===== config.mk =====
export PLATFORM = sky130hd
export DESIGN_NAME = markup_token_scanner
export DESIGN_NICKNAME = d
export VERILOG_FILES = /design/src/rtl/core/mts_pkg.sv /design/src/rtl/core/mts_front.sv /design/src/rtl/core/mts_queue.sv /design/src/rtl/core/mts_back.sv /design/src/rtl/core/markup_token_scanner.sv
export SDC_FILE = /design/constraint.sdc
export NUM_CORES = 1
export LEC_CHECK = 0
export ABC_AREA = 1
export BUFFER_PORTS_ARGS = -buffer_cell sky130_fd_sc_hd__clkbuf_2
export CELL_PAD_IN_SITES_DETAIL_PLACEMENT = 1
export CELL_PAD_IN_SITES_GLOBAL_PLACEMENT = 1
export CORE_MARGIN = 3
export CORE_UTILIZATION = 30
export CTS_CLUSTER_DIAMETER = 30
export DETAILED_ROUTE_END_ITERATION = 16
export GPL_TIMING_DRIVEN = 0
export PLACE_DENSITY_LB_ADDON = 0.1
export SYNTH_ARGS = -nofsm -noshare
export SYNTH_HDL_FRONTEND = slang
export SYNTH_HIERARCHICAL = 1
export SYNTH_SLANG_ARGS = --single-unit

===== constraint.sdc =====
create_clock -name clk -period 5.6 [get_ports clk]
set_input_delay 0.28 -clock clk [delete_from_list [all_inputs] [get_ports clk]]
set_output_delay 0.28 -clock clk [all_outputs]
set_load 0.02 [all_outputs]

===== src/rtl/core/mts_pkg.sv =====
// ----------------------------------------------------------------------------
// mts_pkg
// Shared types, token codes and character constants for the markup token
// scanner: transfer structs, scan modes and the keyword spelling table.
// ----------------------------------------------------------------------------
package mts_pkg;

  // default width of the line counter
  localparam int LINE_BITS_DEF = 16;

  // depth of the queue between front and back
  localparam int QDEPTH = 4;
  localparam int QIDX_W = $clog2(QDEPTH);
  localparam int QCNT_W = $clog2(QDEPTH + 1);

  // keyword spelled by the identifier matcher
  localparam logic [2:0] KW_LEN = 3'd7;

  // characters the scanner recognizes
  localparam logic [7:0] CH_NUL    = 8'h00;
  localparam logic [7:0] CH_TAB    = 8'h09;
  localparam logic [7:0] CH_LF     = 8'h0a;
  localparam logic [7:0] CH_VT     = 8'h0b;
  localparam logic [7:0] CH_FF     = 8'h0c;
  localparam logic [7:0] CH_CR     = 8'h0d;
  localparam logic [7:0] CH_SPACE  = 8'h20;
  localparam logic [7:0] CH_QUOTE  = 8'h22;
  localparam logic [7:0] CH_HASH   = 8'h23;
  localparam logic [7:0] CH_STAR   = 8'h2a;
  localparam logic [7:0] CH_DASH   = 8'h2d;
  localparam logic [7:0] CH_SLASH  = 8'h2f;
  localparam logic [7:0] CH_COLON  = 8'h3a;
  localparam logic [7:0] CH_SEMI   = 8'h3b;
  localparam logic [7:0] CH_EQUAL  = 8'h3d;
  localparam logic [7:0] CH_AT     = 8'h40;
  localparam logic [7:0] CH_LBRACK = 8'h5b;
  localparam logic [7:0] CH_RBRACK = 8'h5d;
  localparam logic [7:0] CH_UNDER  = 8'h5f;
  localparam logic [7:0] CH_LBRACE = 8'h7b;
  localparam logic [7:0] CH_RBRACE = 8'h7d;
  localparam logic [7:0] CH_UP_A   = 8'h41;
  localparam logic [7:0] CH_UP_Z   = 8'h5a;
  localparam logic [7:0] CH_LO_A   = 8'h61;
  localparam logic [7:0] CH_LO_Z   = 8'h7a;
  localparam logic [7:0] CH_DIG_0  = 8'h30;
  localparam logic [7:0] CH_DIG_9  = 8'h39;

  // token kinds
  typedef enum logic [3:0] {
    TK_LBRACE   = 4'd0,
    TK_RBRACE   = 4'd1,
    TK_COLON    = 4'd2,
    TK_EQUAL    = 4'd3,
    TK_SEMI     = 4'd4,
    TK_LBRACKET = 4'd5,
    TK_RBRACKET = 4'd6,
    TK_AT       = 4'd7,
    TK_COMMENT  = 4'd8,
    TK_STRING   = 4'd9,
    TK_IDENT    = 4'd10,
    TK_INHERIT  = 4'd11,
    TK_EOF      = 4'd12,
    TK_ILLEGAL  = 4'd13
  } token_kind_t;

  // scanner modes
  typedef enum logic [3:0] {
    SM_IDLE  = 4'd0,
    SM_SLASH = 4'd1,
    SM_LCOM  = 4'd2,
    SM_BCOM  = 4'd3,
    SM_BSTAR = 4'd4,
    SM_HASH0 = 4'd5,
    SM_HASH  = 4'd6,
    SM_STR   = 4'd7,
    SM_IDENT = 4'd8
  } scan_mode_t;

  // input item
  typedef struct packed {
    logic [7:0] data_byte;
    logic       end_of_input;
  } in_item_t;

  // result item
  typedef struct packed {
    token_kind_t token_kind;
    logic [7:0]  literal_byte;
    logic        has_byte;
    logic        token_first;
    logic        token_last;
    logic [15:0] line_number;
    logic        run_last;
  } out_item_t;

  // one queue entry: the results caused by one input byte
  typedef struct packed {
    out_item_t ev0;
    out_item_t ev1;
    logic      two;
  } step_rec_t;

  // queue status seen by the front and back
  typedef struct packed {
    logic full;
    logic empty;
  } q_status_t;

  // keyword spelling, one character per match position
  function automatic logic [7:0] kw_char(input logic [2:0] pos);
    logic [7:0] c;
    unique case (pos)
      3'd0:    c = 8'h69;  // i
      3'd1:    c = 8'h6e;  // n
      3'd2:    c = 8'h68;  // h
      3'd3:    c = 8'h65;  // e
      3'd4:    c = 8'h72;  // r
      3'd5:    c = 8'h69;  // i
      3'd6:    c = 8'h74;  // t
      default: c = CH_NUL;
    endcase
    return c;
  endfunction

endpackage


===== src/rtl/core/mts_front.sv =====
// ----------------------------------------------------------------------------
// mts_front
// Scanner front end: takes one source byte per transfer, runs the scan mode
// machine, keyword matcher and line counter, and packs the up to two token
// events of that byte into one queue entry.
// ----------------------------------------------------------------------------
module mts_front #(
  parameter int LINE_BITS = mts_pkg::LINE_BITS_DEF
) (
  input  logic               clk,
  input  logic               rst_n,
  input  logic               in_valid,
  input  logic               in_stall,
  input  mts_pkg::in_item_t  in_data,
  output logic               push,
  output mts_pkg::step_rec_t push_rec
);
  import mts_pkg::*;

  scan_mode_t           mode_r, mode_nxt;
  logic [2:0]           kwlen_r, kwlen_nxt;
  logic                 kwmis_r, kwmis_nxt;
  logic [LINE_BITS-1:0] line_r, line_nxt;

  logic [LINE_BITS+15:0] line_ext;
  logic [15:0]           line16;
  logic                  accept;
  logic [7:0]            b;
  logic                  eoi;

  // between-token decode of the current byte
  logic       id_emit;
  out_item_t  id_ev;
  scan_mode_t id_mode;
  logic       id_bump;
  logic       id_kw;

  // event slots: pre comes before post
  logic      pre_v, post_v, idle_apply, bump, kw_start, kw_feed;
  out_item_t pre_ev, post_ev;
  logic      kw_hit;
  logic      ident_inherit;

  function automatic out_item_t mk_ev(input token_kind_t k, input logic [7:0] ch,
                                      input logic has, input logic first,
                                      input logic last, input logic [15:0] ln);
    out_item_t e;
    e.token_kind   = k;
    e.literal_byte = has ? ch : 8'h00;
    e.has_byte     = has;
    e.token_first  = first;
    e.token_last   = last;
    e.line_number  = ln;
    e.run_last     = 1'b0;
    return e;
  endfunction

  function automatic logic is_alpha(input logic [7:0] c);
    return ((c >= CH_LO_A) && (c <= CH_LO_Z)) || ((c >= CH_UP_A) && (c <= CH_UP_Z));
  endfunction

  function automatic logic is_ident_more(input logic [7:0] c);
    return is_alpha(c) || ((c >= CH_DIG_0) && (c <= CH_DIG_9)) ||
           (c == CH_UNDER) || (c == CH_DASH);
  endfunction

  assign accept   = in_valid && !in_stall;
  assign b        = in_data.data_byte;
  assign eoi      = in_data.end_of_input || (in_data.data_byte == CH_NUL);
  assign line_ext = {16'd0, line_r};
  assign line16   = line_ext[15:0];

  // keyword matcher compare
  assign kw_hit        = !kwmis_r && (kwlen_r < KW_LEN) && (b == kw_char(kwlen_r));
  assign ident_inherit = !kwmis_r && (kwlen_r == KW_LEN);

  // byte handling between tokens
  always_comb begin
    id_emit = 1'b0;
    id_ev   = mk_ev(TK_ILLEGAL, b, 1'b1, 1'b1, 1'b1, line16);
    id_mode = SM_IDLE;
    id_bump = 1'b0;
    id_kw   = 1'b0;
    unique case (b) inside
      CH_SPACE, CH_TAB, CH_VT, CH_FF, CH_CR: begin
      end
      CH_LF:     id_bump = 1'b1;
      CH_SLASH:  id_mode = SM_SLASH;
      CH_LBRACE: begin
        id_emit = 1'b1;
        id_ev   = mk_ev(TK_LBRACE, b, 1'b1, 1'b1, 1'b1, line16);
      end
      CH_RBRACE: begin
        id_emit = 1'b1;
        id_ev   = mk_ev(TK_RBRACE, b, 1'b1, 1'b1, 1'b1, line16);
      end
      CH_COLON: begin
        id_emit = 1'b1;
        id_ev   = mk_ev(TK_COLON, b, 1'b1, 1'b1, 1'b1, line16);
      end
      CH_EQUAL: begin
        id_emit = 1'b1;
        id_ev   = mk_ev(TK_EQUAL, b, 1'b1, 1'b1, 1'b1, line16);
      end
      CH_SEMI: begin
        id_emit = 1'b1;
        id_ev   = mk_ev(TK_SEMI, b, 1'b1, 1'b1, 1'b1, line16);
      end
      CH_LBRACK: begin
        id_emit = 1'b1;
        id_ev   = mk_ev(TK_LBRACKET, b, 1'b1, 1'b1, 1'b1, line16);
      end
      CH_RBRACK: begin
        id_emit = 1'b1;
        id_ev   = mk_ev(TK_RBRACKET, b, 1'b1, 1'b1, 1'b1, line16);
      end
      CH_AT: begin
        id_emit = 1'b1;
        id_ev   = mk_ev(TK_AT, b, 1'b1, 1'b1, 1'b1, line16);
      end
      CH_HASH: begin
        id_emit = 1'b1;
        id_ev   = mk_ev(TK_COMMENT, b, 1'b0, 1'b1, 1'b0, line16);
        id_mode = SM_HASH0;
      end
      CH_QUOTE: begin
        id_emit = 1'b1;
        id_ev   = mk_ev(TK_STRING, b, 1'b0, 1'b1, 1'b0, line16);
        id_mode = SM_STR;
      end
      [CH_LO_A:CH_LO_Z], [CH_UP_A:CH_UP_Z], CH_UNDER: begin
        id_emit = 1'b1;
        id_ev   = mk_ev(TK_IDENT, b, 1'b1, 1'b1, 1'b0, line16);
        id_mode = SM_IDENT;
        id_kw   = 1'b1;
      end
      default: id_emit = 1'b1;
    endcase
  end

  // scan mode machine: next state and event slots
  always_comb begin
    mode_nxt   = mode_r;
    kwlen_nxt  = kwlen_r;
    kwmis_nxt  = kwmis_r;
    line_nxt   = line_r;
    pre_v      = 1'b0;
    pre_ev     = mk_ev(TK_ILLEGAL, CH_SLASH, 1'b1, 1'b1, 1'b1, line16);
    post_v     = 1'b0;
    post_ev    = id_ev;
    idle_apply = 1'b0;
    bump       = 1'b0;
    kw_start   = 1'b0;
    kw_feed    = 1'b0;
    if (eoi) begin
      // close any open token, then end of file and back to reset state
      unique case (mode_r)
        SM_SLASH: pre_v = 1'b1;
        SM_HASH0, SM_HASH: begin
          pre_v  = 1'b1;
          pre_ev = mk_ev(TK_COMMENT, b, 1'b0, 1'b0, 1'b1, line16);
        end
        SM_STR: begin
          pre_v  = 1'b1;
          pre_ev = mk_ev(TK_STRING, b, 1'b0, 1'b0, 1'b1, line16);
        end
        SM_IDENT: begin
          pre_v  = 1'b1;
          pre_ev = mk_ev(ident_inherit ? TK_INHERIT : TK_IDENT, b, 1'b0, 1'b0, 1'b1,
                         line16);
        end
        default: begin
        end
      endcase
      post_v    = 1'b1;
      post_ev   = mk_ev(TK_EOF, b, 1'b0, 1'b1, 1'b1, line16);
      mode_nxt  = SM_IDLE;
      kwlen_nxt = '0;
      kwmis_nxt = 1'b0;
      line_nxt  = LINE_BITS'(1);
    end else begin
      unique case (mode_r)
        SM_SLASH: begin
          if (b == CH_SLASH) begin
            mode_nxt = SM_LCOM;
          end else if (b == CH_STAR) begin
            mode_nxt = SM_BCOM;
          end else begin
            // lone slash is illegal, the byte is rescanned between tokens
            pre_v      = 1'b1;
            idle_apply = 1'b1;
          end
        end
        SM_LCOM: begin
          if (b == CH_LF) begin
            bump     = 1'b1;
            mode_nxt = SM_IDLE;
          end
        end
        SM_BCOM: begin
          if (b == CH_STAR) begin
            mode_nxt = SM_BSTAR;
          end else if (b == CH_LF) begin
            bump = 1'b1;
          end
        end
        SM_BSTAR: begin
          if (b == CH_SLASH) begin
            mode_nxt = SM_IDLE;
          end else if (b != CH_STAR) begin
            bump     = (b == CH_LF);
            mode_nxt = SM_BCOM;
          end
        end
        SM_HASH0, SM_HASH: begin
          if ((mode_r == SM_HASH0) && (b == CH_SPACE)) begin
            mode_nxt = SM_HASH;
          end else if (b == CH_LF) begin
            pre_v      = 1'b1;
            pre_ev     = mk_ev(TK_COMMENT, b, 1'b0, 1'b0, 1'b1, line16);
            idle_apply = 1'b1;
          end else begin
            mode_nxt = SM_HASH;
            pre_v    = 1'b1;
            pre_ev   = mk_ev(TK_COMMENT, b, 1'b1, 1'b0, 1'b0, line16);
          end
        end
        SM_STR: begin
          pre_v = 1'b1;
          if (b == CH_QUOTE) begin
            pre_ev   = mk_ev(TK_STRING, b, 1'b0, 1'b0, 1'b1, line16);
            mode_nxt = SM_IDLE;
          end else begin
            pre_ev = mk_ev(TK_STRING, b, 1'b1, 1'b0, 1'b0, line16);
          end
        end
        SM_IDENT: begin
          pre_v = 1'b1;
          if (is_ident_more(b)) begin
            kw_feed = 1'b1;
            pre_ev  = mk_ev(TK_IDENT, b, 1'b1, 1'b0, 1'b0, line16);
          end else begin
            pre_ev     = mk_ev(ident_inherit ? TK_INHERIT : TK_IDENT, b, 1'b0, 1'b0,
                               1'b1, line16);
            idle_apply = 1'b1;
          end
        end
        default: idle_apply = 1'b1;
      endcase

      // rescan between tokens
      if (idle_apply) begin
        mode_nxt = id_mode;
        bump     = id_bump;
        kw_start = id_kw;
        post_v   = id_emit;
      end

      // keyword matcher update
      if (kw_start) begin
        kwlen_nxt = (b == kw_char(3'd0)) ? 3'd1 : 3'd0;
        kwmis_nxt = (b != kw_char(3'd0));
      end else if (kw_feed) begin
        if (kw_hit) begin
          kwlen_nxt = kwlen_r + 3'd1;
        end else begin
          kwmis_nxt = 1'b1;
        end
      end

      // saturating line count
      if (bump && !(&line_r)) begin
        line_nxt = line_r + LINE_BITS'(1);
      end
    end
  end

  // pack the events of this byte into one queue entry
  always_comb begin
    push_rec = '0;
    if (pre_v) begin
      push_rec.ev0          = pre_ev;
      push_rec.ev1          = post_ev;
      push_rec.two          = post_v;
      push_rec.ev0.run_last = !post_v;
      push_rec.ev1.run_last = 1'b1;
    end else begin
      push_rec.ev0          = post_ev;
      push_rec.ev1          = post_ev;
      push_rec.two          = 1'b0;
      push_rec.ev0.run_last = 1'b1;
      push_rec.ev1.run_last = 1'b1;
    end
  end

  assign push = accept && (pre_v || post_v);

  // scanner state registers
  always_ff @(posedge clk) begin
    if (!rst_n) begin
      mode_r  <= SM_IDLE;
      kwlen_r <= '0;
      kwmis_r <= 1'b0;
      line_r  <= LINE_BITS'(1);
    end else if (accept) begin
      mode_r  <= mode_nxt;
      kwlen_r <= kwlen_nxt;
      kwmis_r <= kwmis_nxt;
      line_r  <= line_nxt;
    end
  end

endmodule


===== src/rtl/core/mts_queue.sv =====
// ----------------------------------------------------------------------------
// mts_queue
// Short first-in first-out queue of per-byte event entries between the
// scanner front end and the output sequencer.
// ----------------------------------------------------------------------------
module mts_queue (
  input  logic                clk,
  input  logic                rst_n,
  input  logic                push,
  input  mts_pkg::step_rec_t  push_rec,
  input  logic                pop,
  output mts_pkg::step_rec_t  head_rec,
  output mts_pkg::q_status_t  status
);
  import mts_pkg::*;

  step_rec_t         entry_r [QDEPTH];
  logic [QIDX_W-1:0] wr_ptr_r, rd_ptr_r;
  logic [QCNT_W-1:0] count_r;
  logic              do_push, do_pop;

  assign status.full  = (count_r == QCNT_W'(QDEPTH));
  assign status.empty = (count_r == '0);
  assign do_push      = push && !status.full;
  assign do_pop       = pop && !status.empty;
  assign head_rec     = entry_r[rd_ptr_r];

  // entry storage
  always_ff @(posedge clk) begin
    if (do_push) begin
      entry_r[wr_ptr_r] <= push_rec;
    end
  end

  // pointers and fill count
  always_ff @(posedge clk) begin
    if (!rst_n) begin
      wr_ptr_r <= '0;
      rd_ptr_r <= '0;
      count_r  <= '0;
    end else begin
      if (do_push) begin
        wr_ptr_r <= (wr_ptr_r == QIDX_W'(QDEPTH - 1)) ? '0 : wr_ptr_r + QIDX_W'(1);
      end
      if (do_pop) begin
        rd_ptr_r <= (rd_ptr_r == QIDX_W'(QDEPTH - 1)) ? '0 : rd_ptr_r + QIDX_W'(1);
      end
      if (do_push && !do_pop) begin
        count_r <= count_r + QCNT_W'(1);
      end else if (do_pop && !do_push) begin
        count_r <= count_r - QCNT_W'(1);
      end
    end
  end

endmodule


===== src/rtl/core/mts_back.sv =====
// ----------------------------------------------------------------------------
// mts_back
// Output sequencer: takes queue entries and presents their events one per
// transfer from an output register, holding a second event aside.
// ----------------------------------------------------------------------------
module mts_back (
  input  logic                clk,
  input  logic                rst_n,
  input  mts_pkg::step_rec_t  head_rec,
  input  mts_pkg::q_status_t  status,
  output logic                pop,
  output logic                out_valid,
  input  logic                out_stall,
  output mts_pkg::out_item_t  out_data
);
  import mts_pkg::*;

  logic      out_valid_r;
  out_item_t out_data_r;
  logic      sec_valid_r;
  out_item_t sec_r;
  logic      load;

  assign load      = !out_valid_r || !out_stall;
  assign pop       = load && !sec_valid_r && !status.empty;
  assign out_valid = out_valid_r;
  assign out_data  = out_data_r;

  // output register and held second event
  always_ff @(posedge clk) begin
    if (!rst_n) begin
      out_valid_r <= 1'b0;
      sec_valid_r <= 1'b0;
    end else if (load) begin
      if (sec_valid_r) begin
        out_valid_r <= 1'b1;
        sec_valid_r <= 1'b0;
      end else begin
        out_valid_r <= !status.empty;
        sec_valid_r <= !status.empty && head_rec.two;
      end
    end
  end

  always_ff @(posedge clk) begin
    if (load) begin
      if (sec_valid_r) begin
        out_data_r <= sec_r;
      end else begin
        out_data_r <= head_rec.ev0;
        sec_r      <= head_rec.ev1;
      end
    end
  end

endmodule


===== src/rtl/core/markup_token_scanner.sv =====
// ----------------------------------------------------------------------------
// markup_token_scanner
// Streaming tokenizer for a small markup language: one source byte in, token
// events out, split into a scanner front end, a queue and an output stage.
// ----------------------------------------------------------------------------
// Usage:
//   in_valid/in_stall/in_data carry one source byte (or an end mark) per
//   transfer; out_valid/out_stall/out_data carry one token event per
//   transfer, with run_last set on the last event caused by a byte.
//   A byte gives zero, one or two events. Bytes that give none (whitespace,
//   comment text) still take a transfer each. An event passes from its
//   byte's transfer through a queue entry and the output register to
//   out_valid; a byte's second event is held aside and follows the first.
//   Throughput: one byte per cycle while in_stall is low, bounded by the
//   output stage at one event per cycle while out_stall is low, so bytes
//   giving two events use it twice; a four-entry queue absorbs short bursts.
//   in_stall is high while the queue is full. When the receiver holds
//   out_stall, the output register keeps its event and the queue fills,
//   then the input stalls.
//   Reset (rst_n low, synchronous) empties queue and output, returns the
//   scanner to between-token state and sets the line count to one.
//   End of input (end flag or a zero byte) closes any open token, emits end
//   of file, returns the scanner to that same state and resets the line count.
// ----------------------------------------------------------------------------
module markup_token_scanner #(
  parameter int LINE_BITS = mts_pkg::LINE_BITS_DEF
) (
  input  logic               clk,
  input  logic               rst_n,
  input  logic               in_valid,
  output logic               in_stall,
  input  mts_pkg::in_item_t  in_data,
  output logic               out_valid,
  input  logic               out_stall,
  output mts_pkg::out_item_t out_data
);
  import mts_pkg::*;

  logic      push;
  step_rec_t push_rec;
  logic      pop;
  step_rec_t head_rec;
  q_status_t status;

  assign in_stall = status.full;

  // scanner front end
  mts_front #(
    .LINE_BITS(LINE_BITS)
  ) u_front (
    .clk      (clk),
    .rst_n    (rst_n),
    .in_valid (in_valid),
    .in_stall (in_stall),
    .in_data  (in_data),
    .push     (push),
    .push_rec (push_rec)
  );

  // event queue
  mts_queue u_queue (
    .clk      (clk),
    .rst_n    (rst_n),
    .push     (push),
    .push_rec (push_rec),
    .pop      (pop),
    .head_rec (head_rec),
    .status   (status)
  );

  // output sequencer
  mts_back u_back (
    .clk       (clk),
    .rst_n     (rst_n),
    .head_rec  (head_rec),
    .status    (status),
    .pop       (pop),
    .out_valid (out_valid),
    .out_stall (out_stall),
    .out_data  (out_data)
  );

endmodule

==> flow_summary_export.csv, run 1 <==
group,metric,value,unit
run_status,status,"finished clean",
detailed_routing,wirelength,47100,um
sta,rsz0062_at_grt,"false",
layout,multiInputGateArea,4560,um2
worst_setup_path,critPathMaxFanout,25,
synth,syn_inst,1439,
sta,setup-violations-final,0,
placed_design,place_ws,1.67,ns
detailed_routing,wl_per_cell,20.0,um
pwr,seqPwrFrac,0.316,
clock_network,hold_buffers,0,
worst_setup_path,cp.arrival,4.20,ns
pwr,p_int,8.78,mW
global_route,grt_antenna_before_repair,0,
synth,synth-seq-area-share,0.656,
clock_network,cts-root-buf,"clkbuf_16",
floorplan,start_util,0.307,
pwr,pwr-share-clk,0.427,
detailed_routing,dr.pass1.iters,4,
sta,tightest_slew,0.946,ns
layout,final_cells,2356,
floorplan,die_h,236,um
global_route,gr-usage-all-layers,0.171,
clock_network,clk_path_buf_depth,3,
worst_setup_path,cp-start-kind,"flip-flop",
detailed_routing,remaining_drc_errors,0,
clock_network,post_cts_buffers,0,
sta,layout_min_cycle_time,3.91,ns
pwr,leakagePower,7.89,nW
pwr,power_density,634,nW/um2
detailed_routing,dr_total_vias,11100,
sta,slew_viol_final,0,
clock_network,cts_buffers,96,
global_route,grt_overflow,0,
clock_network,cts.sinks,359,
detailed_routing,drt_iter0_drc,574,
hold_path,hold_path_class,"input pin to flip-flop",
floorplan,die-width,236,um
worst_setup_path,worstPathRequired,5.89,ns
sta,slew_headroom,0.369,
pwr,p_sw_frac,0.326,
floorplan,rows,83,
synth,ys_warn_count,6,
layout,drive_gt1_frac,0.219,
pwr,p_sw,4.24,mW
layout,num-fill-cells,5640,
synth,ys_ff_latch,359,
synth,synthTopCellsByArea,"edfxtp_1 (61%), nand2_1 (6.6%), nor2_1 (5.7%), dfxtp_1 (4.4%), o21ai_0 (3.4%)",
placed_design,dp.cells,2175,
layout,stdcell_area,20500,um2
synth,syn-cell-area,15900,um2
placed_design,dpl.hpwl,32100,um
floorplan,io_pins,47,
synth,synth_top_area_share,0.612,
layout,seq_area,10400,um2
layout,area_growth_syn_to_layout,29.2,%
sta,fin_hold_ws,0.128,ns
clock_network,cts_tree,"done",
synth,yosys.area.top_type,"edfxtp_1",
clock_network,clk_pin_slew,0.04,ns
detailed_routing,postRouteAntennaNets,0,
sta,period_share,0.698,
floorplan,coreArea,51800,um2
pwr,ir_drop,244,uV
job,max_cap_violations,0,
floorplan,dieArea,55800,um2
sta,tns,0,ns
worst_setup_path,cp-end-kind,"flip-flop",
placed_design,portBuffers,45,
sta,worst_slack,1.69,ns
global_route,grt_pass1_vias,11900,
worst_setup_path,crit_type,"flip-flop to flip-flop",
clock_network,ctsResizeCount,0,
clock_network,clk-insertion-delay-late,0.61,ns
clock_network,cts-htree-levels,3,
layout,finalNetCount,1620,
sta,max_freq,256,MHz
synth,avgSynthCellArea,11.0,um2
detailed_routing,via_per_inst,4.72,
global_route,grt_max_degree,34,
sta,clock_skew,0.0187,ns
synth,synth.distinct_cells,46,
global_route,grt_pass1_wl,72300,um
pwr,p_comb_frac,0.257,
placed_design,place_congestion,0.792,
placed_design,postPlaceCellArea,17200,um2
sta,hold_viol,0,
## worst paths after layout
| path | from | to | slack [ns] | cells after the start |
|---|---|---|---|---|
| worst min register to register | u_queue/count_r[0]$_SDFFE_PN0P_ | u_queue/count_r[0]$_SDFFE_PN0P_ | 0.51 | 2 |
| worst max register to register | u_front/mode_r[0]$_SDFFE_PN0P_ | u_queue/entry_r[2][29]$_DFFE_PP_ | 1.69 | 14 |
| worst min-delay path | rst_n | u_queue/wr_ptr_r[1]$_SDFFE_PN0P_ | 0.13 | 3 |
| worst max-delay path | u_front/mode_r[0]$_SDFFE_PN0P_ | u_queue/entry_r[2][29]$_DFFE_PP_ | 1.69 | 14 |
## through the flow
step	power (mW)	util
3_5_place_dp	7.59	0.332
2_1_floorplan	6.25	-
4_1_cts	13.2	0.396
5_1_grt	13.7	0.396
3_3_place_gp	7.52	0.328
6_report	13.0	0.396
## state kept, by name (all words and copies together) (netlist names), named ones only
| name | cells |
|---|---|
| u_queue/count_r | 3 |
| u_back/sec_valid_r | 1 |
| u_back/out_data | 32 |
| u_front/kwlen_r | 3 |
| u_queue/entry_r | 260 |
| u_front/mode_r | 4 |
| u_back/out_valid | 1 |
| u_front/kwmis_r | 1 |
| u_back/sec_r | 32 |
| u_queue/rd_ptr_r | 2 |
| u_front/line16 | 16 |
| u_queue/wr_ptr_r | 2 |
## routing by layer
metal / vias up / GRT usage / part of all wire
met5: - / 0 / 0
met4: 0 / 0.0566 / 0.019
met3: 64 / 0.0291 / 0.034
met2: 190 / 0.279 / 0.47
met1: 5530 / 0.231 / 0.48
li1: 5346 / - / -
## cell type report
cell class                      instances  area share
Sequential cell                       359       0.508
Multi-Input combinational cell        906       0.222
Clock buffer                          109       0.121
Tap cell                              680      0.0414
Clock inverter                         70      0.0412
Buffer                                 80      0.0280
Timing Repair Buffer                   55      0.0207
Inverter                               95      0.0180
Antenna cell                            2    0.000244
## layout by cell type (no fill, tap or decap), types with 25 or more instances in the layout
cell type  count
dfxtp_1       35
o21ai_1       37
nand3_1       41
nor2_4        28
clkbuf_1      32
o21ai_0      108
inv_1         81
edfxtp_1     324
nor2_1       236
o22ai_1       45
buf_4         25
nand2_1      277
clkbuf_16     97
clkbuf_2      45
## cell families (layout without fill, tap and decap cells)
group / Yosys count / count (layout) / share of synthesized area
compound gates: 252 / 252 / 0.0970
fa+ha+maj: 14 / 14 / 0.0115
buf+inv: 175 / 409 / 0.0594
flops: 359 / 359 / 0.656
other cells: 1 / 4 / 0.000236
simple gates: 638 / 638 / 0.176
## synth_stat cells, drive strengths merged
library cell / instances
edfxtp: 324
nand2: 289
nor2: 271
o21ai: 150
inv: 95
o22ai: 66
buf: 59
nand3: 45
dfxtp: 35
clkbuf: 21
a21oi: 19
nand4: 17
ha: 13
nor3: 9
o211ai: 3
o221ai: 3
a211oi: 2
a21boi: 2
a31oi: 2
a41oi: 2
nand3b: 2
nor4: 2
or2: 2
a31o: 1
conb: 1
fa: 1
nor3b: 1
o21a: 1
o21bai: 1
## power by group through the flow
stage / registers, mW / clock network [mW] / logic [mW]
after floorplan: 4.27 / 0 / 1.98
after global placement: 4.23 / 0 / 3.29
after detailed placement: 4.16 / 0 / 3.43
after CTS: 4.12 / 5.67 / 3.44
after global routing: 4.18 / 5.83 / 3.74
final: 4.11 / 5.56 / 3.35
## worst max-delay path, cell delays in order (launching register included)
cell and delay [ns]:
dfxtp_1 0.38, inv_1 0.11, nor2_1 0.22, nand2_1 0.12, nand2_2 0.15, inv_2 0.09
nand2_1 0.21, nand2_1 0.15, nand2_1 0.10, o22ai_2 0.08, buf_2 0.22, a21oi_1 0.35
nand2_1 0.37, nor2_4 0.73, buf_12 0.30
Note: power is estimated with default switching activity, not from simulation.
==> inputs of run 2 (changes only) <==
==> constraint.sdc (replaced) <==
create_clock -name clk -period 3.2 [get_ports clk]
set_input_delay 0.16 -clock clk [delete_from_list [all_inputs] [get_ports clk]]
set_output_delay 0.16 -clock clk [all_outputs]
set_load 0.02 [all_outputs]
==> run 2 against run 1 <==
Via count up 0.57%; largest cell class unchanged; critical path depth up 4; register-to-register slack worse by 1.5 ns; count of clock-buffer cells in the layout down 1; setup slack worse by 1.5 ns; global-route usage up 0.39 points; routed wire length up 3.4%; utilization up 0.50 points; clock skew up 0.0035 ns; power up 78%.
==> flow_summary_export.csv, run 2 (synthesis gave the netlist of run 1 again) <==
group,metric,value,unit
layout,final_cells,2370,
floorplan,die-width,236,um
sta,fin_hold_ws,0.0416,ns
floorplan,die_h,236,um
detailed_routing,wirelength,48700,um
pwr,power_density,1110,nW/um2
worst_setup_path,worstPathRequired,3.69,ns
clock_network,cts_tree,"done",
layout,largest_register,"u_queue/entry_r",
sta,worst_slack,0.177,ns
placed_design,place_congestion,0.786,
layout,final_cell_mix,"edfxtp_1 (324), nand2_1 (275), nor2_1 (231), o21ai_0 (108), clkbuf_16 (96)",
detailed_routing,dr.pass1.iters,4,
worst_setup_path,critPathMaxFanout,8,
clock_network,cts.sinks,359,
global_route,grt_antenna_before_repair,0,
floorplan,io_pins,47,
sta,slew_viol_final,0,
sta,hold_viol,0,
pwr,power,23.1,mW
layout,drive_gt1_frac,0.233,
clock_network,cts-root-buf,"clkbuf_16",
layout,area_growth_syn_to_layout,30.9,%
layout,largest_register_ffs,260,
sta,period_share,0.945,
clock_network,cts_buffers,95,
layout,final_common_cell,"edfxtp_1",
run_status,status,"finished clean",
sta,setup-violations-final,0,
sta,max_freq,331,MHz
floorplan,start_util,0.307,
clock_network,clk_path_buf_depth,3,
placed_design,portBuffers,45,
pwr,ir_drop,426,uV
detailed_routing,dr_total_vias,11200,
global_route,grt_overflow,0,
global_route,grt_pass1_vias,11900,
clock_network,clk_pin_slew,0.04,ns
detailed_routing,wl_per_cell,20.6,um
placed_design,dp.cells,2175,
placed_design,place_ws,-0.530,ns
worst_setup_path,cp-start-kind,"flip-flop",
sta,slew_headroom,0.375,
job,max_cap_violations,0,
sta,tightest_slew,0.936,ns
floorplan,rows,83,
floorplan,dieArea,55800,um2
detailed_routing,via_per_inst,4.72,
layout,num-fill-cells,5609,
detailed_routing,remaining_drc_errors,0,
detailed_routing,drt_iter0_drc,617,
worst_setup_path,cp.arrival,3.52,ns
sta,layout_min_cycle_time,3.02,ns
floorplan,coreArea,51800,um2
worst_setup_path,cp-end-kind,"flip-flop",
global_route,grt_pass1_wl,73800,um
worst_setup_path,crit_type,"flip-flop to flip-flop",
hold_path,hold_path_class,"input pin to flip-flop",
layout,finalNetCount,1638,
placed_design,dpl.hpwl,32000,um
clock_network,cts-htree-levels,3,
layout,finish.utilization,0.401,
pwr,leakagePower,8.00,nW
sta,clock_skew,0.0222,ns
global_route,grt_max_degree,34,
detailed_routing,postRouteAntennaNets,0,
clock_network,clk-insertion-delay-late,0.61,ns
global_route,gr-usage-all-layers,0.175,
-- run 2: cell count changes in the layout (fill, tap and decap cells not counted), sizes merged --
cell	delta
clkinv	-1
inv	-5
bufinv	+3
dlygate4sd3	+2
buf	+14
clkbuf	-1
diode	-1
nor2	+3
-- run 2: through the flow --
step / setup TNS (ns) / cell area [um2]
floorplan: 0 / 15900
global placement: -398.39 / 17000
detailed placement: -86.60 / 17200
CTS: 0 / 20700
global route: -0.0622 / 20800
finish: 0 / 20800
-- run 2: layout make-up --
cell class              instances  area, um2  area share
repair buffers                 71        571      0.0274
inverters                      95        369      0.0177
flip-flops and latches        359      10400       0.502
clock inverters                67        867      0.0417
well taps                     680        851      0.0409
diodes                          1       2.50    0.000120
plain buffers                  80        582      0.0280
multi-input cells             909       4660       0.224
clock buffers                 108       2470       0.119
-- run 2: layer usage --
layer | track usage | wire length (um) | up-vias
met1 | 0.235 | 23100 | 5558
met4 | 0.0542 | 855 | 0
li1 | - | - | 5377
met2 | 0.289 | 23100 | 192
met3 | 0.0299 | 1710 | 66
met5 | 0 | 0 | -
-- run 2: what timing repair did --
action                     CTS  global route
setup endpoints to repair  252           209
setup buffers                7             7
gates cloned                 3             0
hold endpoints to repair     9             0
pin swaps                    7             4
hold buffers                 2             0
resized for setup           13            11
-- run 2: path summary, 6_finish.rpt --
path / startpoint / end / slack, ns / cells past startpoint
worst max-delay path: u_front/mode_r[0]$_SDFFE_PN0P_ / u_queue/count_r[2]$_SDFFE_PN0P_ / 0.18 / 18
worst min-delay path: in_valid / u_front/kwlen_r[1]$_SDFFE_PN0P_ / 0.04 / 6
worst max register to register: u_front/mode_r[0]$_SDFFE_PN0P_ / u_queue/count_r[2]$_SDFFE_PN0P_ / 0.18 / 18
worst min register to register: u_queue/count_r[0]$_SDFFE_PN0P_ / u_queue/count_r[0]$_SDFFE_PN0P_ / 0.51 / 2
-- run 2: power breakdown --
| group | internal (mW) | switching (mW) |
|---|---|---|
| registers | 6.77 | 0.438 |
| logic | 1.89 | 4.21 |
| clock network | 6.99 | 2.85 |
| total | 15.7 | 7.50 |
-- run 2: worst max-delay path, cell delays in order, from the launching register on --
cell and delay (ns):
dfxtp_2 0.34, nor2_1 0.16, nand3_1 0.19, inv_2 0.14, nand4_2 0.23, nand2_4 0.20, a41oi_4 0.15, a21oi_4 0.26
nand2_8 0.12, inv_1 0.08, ha_1 0.17, inv_1 0.08, fa_1 0.44, inv_1 0.06, nand2_1 0.06, nand3_1 0.08
nand2_1 0.05, inv_1 0.05, nor2_1 0.03
